### config.mk
export PLATFORM = sky130hd
export DESIGN_NAME = lzn_ctrl
export DESIGN_NICKNAME = d
export VERILOG_FILES = /design/src/rtl/lzn_pkg.sv /design/src/rtl/lzn_ctrl.sv
export SDC_FILE = /design/constraint.sdc
export NUM_CORES = 1
export LEC_CHECK = 0
export ABC_AREA = 1
export BUFFER_PORTS_ARGS = -buffer_cell sky130_fd_sc_hd__buf_2
export CAP_MARGIN = 20
export CORE_ASPECT_RATIO = 1.4
export CORE_MARGIN = 1
export CORE_UTILIZATION = 55
export CTS_CLUSTER_DIAMETER = 150
export CTS_CLUSTER_SIZE = 28
export DETAILED_ROUTE_END_ITERATION = 10
export PLACE_DENSITY = 0.95
export SLEW_MARGIN = 5
export SYNTH_ARGS = -nofsm -noshare
export SYNTH_HDL_FRONTEND = slang
export SYNTH_SLANG_ARGS = --single-unit
### constraint.sdc
create_clock -name clk -period 3.1 [get_ports clk]
set_clock_uncertainty 0.2 [all_clocks]
set_input_delay 0.155 -clock clk [delete_from_list [all_inputs] [get_ports clk]]
set_output_delay 0.155 -clock clk [all_outputs]
set_load 0.01 [all_outputs]
### src/rtl/lzn_pkg.sv
// ----------------------------------------------------------------------------
// lzn_pkg: shared types and constants for the landmark z-score normalizer
// Widths of the fixed-point datapath and the controller/datapath interface.
// ----------------------------------------------------------------------------
package lzn_pkg;

  localparam int MAX_POINTS  = 32;
  localparam int COORD_WIDTH = 18;
  localparam int SCORE_W     = 16;
  localparam int FRAC_BITS   = 24;

  localparam int LG      = $clog2(MAX_POINTS);
  localparam int ADDR_W  = LG;
  localparam int CNT_W   = $clog2(MAX_POINTS + 1);
  localparam int SUM_W   = COORD_WIDTH + LG;
  localparam int DIFF_W  = COORD_WIDTH + LG + 2;
  localparam int MAG_W   = DIFF_W - 1;
  localparam int SQ_W    = 2 * MAG_W;
  localparam int T_W     = SQ_W + LG;
  localparam int P_W     = SQ_W + CNT_W;
  localparam int NUM_W   = P_W + FRAC_BITS;
  localparam int Q_W     = LG + FRAC_BITS + 1;
  localparam int ROOT_W  = (Q_W + 1) / 2;
  localparam int RAD_W   = 2 * ROOT_W;
  localparam int SREM_W  = ROOT_W + 2;
  localparam int ITER_W  = $clog2(Q_W + 1);
  localparam int EXT_W   = ROOT_W + SCORE_W;
  localparam int POINT_W = 3 * COORD_WIDTH;
  localparam int IN_DATA_W  = ((POINT_W + 7) / 8) * 8;
  localparam int OUT_BITS   = 3 * SCORE_W + 4;
  localparam int OUT_DATA_W = ((OUT_BITS + 7) / 8) * 8;

  // Controller to datapath commands
  typedef struct packed {
    logic              load;       // input beat taken
    logic              clr_t;      // clear deviation sums
    logic              diff;       // form n*c - S from read data
    logic              square;     // square the deviation magnitude
    logic              acc;        // add squares into T
    logic              muln;       // numerator n*D^2 << 24
    logic              div_init;
    logic              div_step;
    logic              sqrt_init;
    logic              sqrt_step;
    logic              pack;       // load output register
    logic              pack_last;
    logic              end_set;    // clear count, sums, drop flag
    logic [ADDR_W-1:0] addr;       // store read address
  } lzn_cmd_t;

  // Datapath to controller status
  typedef struct packed {
    logic [CNT_W-1:0] count;
  } lzn_status_t;

endpackage

### src/rtl/lzn_ctrl.sv
// ----------------------------------------------------------------------------
// lzn_ctrl: sequencer for load, deviation pass and score pass
// Walks the stored points twice and steps the divider and root units.
// ----------------------------------------------------------------------------
module lzn_ctrl import lzn_pkg::*; (
  input  logic        clk,
  input  logic        rst,
  input  logic        in_valid,
  input  logic        in_last,
  output logic        in_ready,
  output logic        out_valid,
  input  logic        out_ready,
  input  lzn_status_t status,
  output lzn_cmd_t    cmd
);

  typedef enum logic [3:0] {
    LOAD, P1_RD, P1_DF, P1_SQ, P1_AC,
    P2_RD, P2_DF, P2_SQ, P2_MN, P2_DV, P2_SI, P2_RT, P2_PK, P2_WO
  } state_t;

  state_t            state;
  logic [ADDR_W-1:0] idx;
  logic [ITER_W-1:0] iter;
  logic              is_last;
  logic              in_beat;
  logic              out_beat;

  assign is_last  = ((CNT_W'(idx) + CNT_W'(1)) == status.count);
  assign in_ready = (state == LOAD);
  assign in_beat  = in_valid && in_ready;
  assign out_beat = out_valid && out_ready;

  // Commands decoded from state
  always_comb begin
    cmd           = '0;
    cmd.addr      = idx;
    cmd.load      = in_beat;
    cmd.clr_t     = in_beat && in_last;
    cmd.diff      = (state == P1_DF) || (state == P2_DF);
    cmd.square    = (state == P1_SQ) || (state == P2_SQ);
    cmd.acc       = (state == P1_AC);
    cmd.muln      = (state == P2_MN);
    cmd.div_init  = (state == P2_MN);
    cmd.div_step  = (state == P2_DV);
    cmd.sqrt_init = (state == P2_SI);
    cmd.sqrt_step = (state == P2_RT);
    cmd.pack      = (state == P2_PK);
    cmd.pack_last = is_last;
    cmd.end_set   = (state == P2_WO) && out_ready && is_last;
  end

  always_ff @(posedge clk) begin
    if (rst) begin
      state     <= LOAD;
      idx       <= '0;
      iter      <= '0;
      out_valid <= 1'b0;
    end else begin
      unique case (state)
        LOAD: begin
          idx <= '0;
          if (in_beat && in_last) state <= P1_RD;
        end
        P1_RD: state <= P1_DF;
        P1_DF: state <= P1_SQ;
        P1_SQ: state <= P1_AC;
        P1_AC: begin
          if (is_last) begin
            idx   <= '0;
            state <= P2_RD;
          end else begin
            idx   <= idx + ADDR_W'(1);
            state <= P1_RD;
          end
        end
        P2_RD: state <= P2_DF;
        P2_DF: state <= P2_SQ;
        P2_SQ: state <= P2_MN;
        P2_MN: begin
          iter  <= '0;
          state <= P2_DV;
        end
        P2_DV: begin
          if (iter == ITER_W'(Q_W - 1)) begin
            iter  <= '0;
            state <= P2_SI;
          end else begin
            iter <= iter + ITER_W'(1);
          end
        end
        // Quotient complete, load the root unit
        P2_SI: state <= P2_RT;
        P2_RT: begin
          if (iter == ITER_W'(ROOT_W - 1)) begin
            state <= P2_PK;
          end else begin
            iter <= iter + ITER_W'(1);
          end
        end
        P2_PK: begin
          out_valid <= 1'b1;
          state     <= P2_WO;
        end
        P2_WO: begin
          if (out_ready) begin
            out_valid <= 1'b0;
            if (is_last) begin
              state <= LOAD;
            end else begin
              idx   <= idx + ADDR_W'(1);
              state <= P2_RD;
            end
          end
        end
        default: state <= LOAD;
      endcase
    end
  end

  a_no_overlap: assert property (@(posedge clk) disable iff (rst)
    !(in_ready && out_valid))
    else $error("input taken while a result is pending");

  a_back_to_load: assert property (@(posedge clk) disable iff (rst)
    out_beat && is_last |=> in_ready)
    else $error("set end did not return to load");

  a_valid_state: assert property (@(posedge clk) disable iff (rst)
    out_valid |-> state == P2_WO)
    else $error("result valid outside output wait");

endmodule

== Word-level counts from Yosys, hierarchy flattened ==
Cells that the tools add are included.

* Bits of input ports: 11
* Output and inout port bits: 20
* Flip-flop bits (word level): 15

* Eq/ne operators: 22
* Reduce and logical (&&, ||, !) cells: 14
* $add $sub $neg: 3
* Muxes and demuxes: 16

{| class="wikitable"
|+ Operators with widths
! cell !! count
|-
| 4-bit one-hot mux with 14 select lines || 1
|-
| 5-bit one-hot mux with 3 select lines || 2
|-
| 5-bit 2-to-1 mux || 5
|-
| 4-bit == test (second input constant) || 6
|-
| 4-bit by 3-bit == test with 1-bit output (second input constant) || 4
|-
| 4-bit 2-to-1 mux || 4
|-
| 5-bit by 1-bit adder with 5-bit output (second input constant) || 2
|-
| 4-bit by 2-bit == test with 1-bit output (second input constant) || 2
|-
| 5-bit by 1-bit adder with 6-bit output (second input constant) || 1
|-
| 6-bit == test || 1
|-
| 3-bit 2-to-1 mux || 2
|-
| 2-bit by 1-bit != test with 1-bit output (second input constant) || 3
|-
| 2-bit != test (second input constant) || 3
|-
| 3-bit nonzero test || 2
|-
| 5-bit by 4-bit == test with 1-bit output (second input constant) || 1
|-
| 5-bit == test (second input constant) || 1
|-
| 4-bit by 1-bit == test with 1-bit output (second input constant) || 1
|-
| 1-bit logical AND || 4
|-
| 4-bit zero test || 1
|-
| 2-bit AND reduction || 2
|-
| 4-bit AND reduction || 1
|-
| 3-bit AND reduction || 1
|-
| 1-bit logical OR || 2
|-
| 1-bit one-hot mux with 2 select lines || 1
|-
| other kinds (2) || 2
|}

== Logic depth before layout (Yosys ltp) ==
* Depth after elaboration: 5
* Gate-level depth with buffers: 14

== Worst setup path after synthesis ==
OpenSTA, ideal clock, no wires.

* Path type: register to register
* From: reg idx[0]
* To: reg idx[0]
* Stages on the path, launching flop included: 15
* Slack: 1266 ps
* Arrival time: 1520 ps
* Buffers on the path: 0
* Data required time: 2786 ps
* Cells stage by stage: dfxtp_1 ha_1 inv_1 nand2_1 nand2_1 nand2_1 nand2_1 nor2_2 nand3_2 nor2_4 nand2_2 nand3_4 nand2_1 nand2_1 nor2_1

* Word-level cells in the longest chain between the ends: 4
* Elaborated cells between the ends (all ways): 9
* Classes of those cells: add/sub (2); eq/ne (2); mux (4); reduce/logical (1)

{| class="wikitable"
|+ Ends and longest elaborated chain
! item !! line !! text
|-
| from (decl) || lzn_ctrl.sv:23 || <nowiki>logic [ADDR_W-1:0] idx;</nowiki>
|-
| from (signal assigned) || lzn_ctrl.sv:73 || <nowiki>idx <= idx + ADDR_W'(1);</nowiki>
|-
| from (signal assigned) || lzn_ctrl.sv:111 || <nowiki>idx <= idx + ADDR_W'(1);</nowiki>
|-
| 5-bit by 1-bit adder with 6-bit output * || lzn_ctrl.sv:29 || <nowiki>assign is_last = ((CNT_W'(idx) + CNT_W'(1)) == status.count);</nowiki>
|-
| 6-bit == test * || lzn_ctrl.sv:29 ||
|-
| net is_last || lzn_ctrl.sv:25 || <nowiki>logic is_last;</nowiki>
|-
| 5-bit 2-to-1 mux or 2-bit != test (tied branches) || -- ||
|-
| 5-bit one-hot mux with 3 select lines or 3-bit AND reduction (tied branches) || -- ||
|}

Mark *: on every way through the listed nets, which the timed path passes. The rest lies on a longest branch. The select of a mux whose other input is x is not followed.
A chain may end at the register's enable or synchronous reset.

==> flow_summary.toml <==
[final_layout]
fin_area_sq_um = 1304
layout-drive-gt1-share_pct = 22.33
final_util_pct = 71.47
layout.nets = 231
diodes = 0
area_growth_pct = 16.69

[yosys]
ys_dominant_reg_cell = "dfxtp_1"
yosysSeqAreaShare_pct = 26.88
synth_warnings = 0
synth.cell_area_sq_um = 1117
yosys.area.top_type = "dfxtp_1"
syn_area_per_cell_sq_um = 6.072
synth_commonest_cells = "nand2_1, inv_1, nor2_1"
yosysMostFrequentCell = "nand2_1"
synth_nets = 199
synthArstFlopShare_pct = 0
postSynthCellCount = 184
synth-edff-count = 0
netlist_top_cells_area = "dfxtp_1, nand2_1, inv_1"
ys_ff_latch = 15
yosysUniqueCellTypes = 26
netlist.area_leader.share_pct = 26.88

[critical_path]
cp_slowest_cell = "dfxtp_1"
crit_chain = "ha_1 -> inv_1 -> nand2_1 -> nand2_1 -> nand2_1 -> nand2_1 -> nor2_2 -> nand3_2 -> nor3_1 -> buf_2"
critical_path_peak_fanout = 6
critPathKind = "reg -> out"
cp-end-kind = "output port"
critPathBufInv = 2
critPathArrivalTime_ns = 1.77
cp.required_ns = 2.74
cp_common_cell = "nand2_1"
cpPeakStageDelay_ns = 0.41
cpLargestDelayFamily = "simple AND/OR/NAND/NOR gates"
startpoint_type = "flop"

[clock_tree]
path_clk_slew_ns = 0.09
clock_sinks = 15
tritoncts = "done"
clockRootBuffer = "clkbuf_4"
cts_buffers = 3
clock_latency_ns = 0.28
h-tree-depth = 1
cts_max_path_buffers = 2

[pwr]
irDropWorstVdd_mv = 0.2239
p_comb_share_pct = 23.3
power_frac_clock_pct = 26.6
p_int_w = 0.0002842
swShare_pct = 31.71
power_frac_seq_pct = 50.1
leakage_nw = 0.7276
power.density_nw_per_um2 = 319.1
p_sw_w = 0.0001319

[worst_hold_path]
hold_class = "in -> reg"

[routing]
drt_wl_total_mm = 2.302
ant_nets = 0
wl_per_cell_um = 9.796
drtIter0Drc = 24
first_pass_iters = 4
vias = 1160
viasPerCell = 4.936
drc = 0

[global_route]
grt_usage_pct = 23.55
grt_max_degree = 11
grt_antenna_before_repair = 0
grt_pass1_wl_mm = 3.870
grt_overflow = 0
grt_pass1_vias = 1034

[status]
status = "complete, no violations"

[timing]
setup_ws_ns = 0.9719
period_needed_ns = 2.128
fmaxAchievable_ghz = 0.4699
fin_setup_tns_ns = 0
finalHoldViolCount = 0
hold-worst-slack_ns = 0.03859
slew_headroom_pct = 76.23
drv_slew = 0
tightest_slew_ns = 0.3528
fin_crit_sh_pct = 68.65
rsz0062_at_grt = "no"
setup_viol = 0

[floorplanning]
boundaryPins = 31
core_sq_um = 1824
start_util_pct = 61.25
die_y_um = 55.33
dieArea_sq_um = 2218
rows = 18
die_x_um = 40.09

[place]
gp_congestion = 0.8178
port_buffers = 30
dpl.hpwl_mm = 1.910
placed_cell_area_sq_um = 1266
place_ws_ns = 1.144

[run]
maxCapViolCount = 0
## cells by family (layout without fill, tap and decap cells)
group	after synthesis	in the layout	synth area share, %
simple gates	104	104	43.00
flops	15	15	26.88
fa+ha+maj	4	4	4.479
buf+inv	39	70	14.11
compound gates	19	19	9.183
xor+xnor	3	3	2.352
## worst min-delay path, stage by stage
cell,delay [ns]
buf_2,0.11
nand2_1,0.09
a21oi_1,0.06
nor2_1,0.08
## state kept, by name, summed over array words and instances (netlist names)
register and count:
idx 5, iter 5, out_valid 1, state 4
## final cells by class
cell class | instances | area [sq um]
multi-input combinational | 130 | 659.4
fill | 156 | 520.5
sequential | 15 | 300.3
timing repair buffer | 31 | 160.2
inverter | 35 | 131.4
tap | 20 | 25.02
clock buffer | 3 | 22.52
clock inverter | 1 | 5.005
## cells in the final DEF, fill, tap and decap left out
cell type / n
nand2_1: 49
inv_1: 34
buf_2: 30
nor2_1: 25
dfxtp_1: 15
a21oi_1: 11
nand3_1: 10
nand2_2: 6
nand4_1: 4
ha_1: 4
o21ai_0: 3
xor2_1: 3
clkbuf_4: 3
nor2_4: 2
o21ai_1: 2
nor3_1: 2
or2_4: 1
nand3b_1: 1
nor2_2: 1
nand3_2: 1
nand3_4: 1
inv_2: 1
nor3b_1: 1
o22ai_1: 1
a211oi_1: 1
a21oi_2: 1
clkinv_2: 1
dlygate4sd3_1: 1
## power groups by stage
stage	combinational [W]	sequential, W	clock, W
after floorplan	0.0000689	0.000214	0
after global placement	0.0000956	0.000213	0
after detailed placement	0.0000960	0.000213	0
after CTS	0.0000972	0.000209	0.000112
after global routing	0.000110	0.000210	0.000122
final	0.0000969	0.000209	0.000111
## path summary, 6_finish.rpt
path	from	end	slack (ns)	cells after the start
min	out_ready	out_valid$_SDFFE_PP0P_	0.04	4
max reg2reg	idx[0]$_SDFFE_PP0P_	state[2]$_SDFFE_PP0P_	1.14	12
min reg2reg	out_valid$_SDFFE_PP0P_	out_valid$_SDFFE_PP0P_	0.32	2
max	idx[0]$_SDFFE_PP0P_	cmd[5]	0.97	10
## metal layers
metal | up-vias | wire length, um | GRT usage [%]
met4 | 0 | 37 | 7.389
met2 | 43 | 1179 | 42.63
met1 | 482 | 953 | 25.90
met3 | 5 | 131 | 2.811
li1 | 630 | - | -
met5 | - | 0 | 0
## metrics by stage
step | total power [W] | instances
after floorplan | 0.0002827 | 184
after global placement | 0.0003083 | 230
after detailed placement | 0.0003093 | 230
after CTS | 0.0004184 | 235
after global routing | 0.0004417 | 235
final | 0.0004161 | 235
## repair_timing
action | CTS | global route
gates resized for setup | 0 | 0
buffers inserted | 0 | 0
endpoints found under the hold margin | 7 | 0
hold buffers | 1 | 0
(Power assumes the default switching activity.)
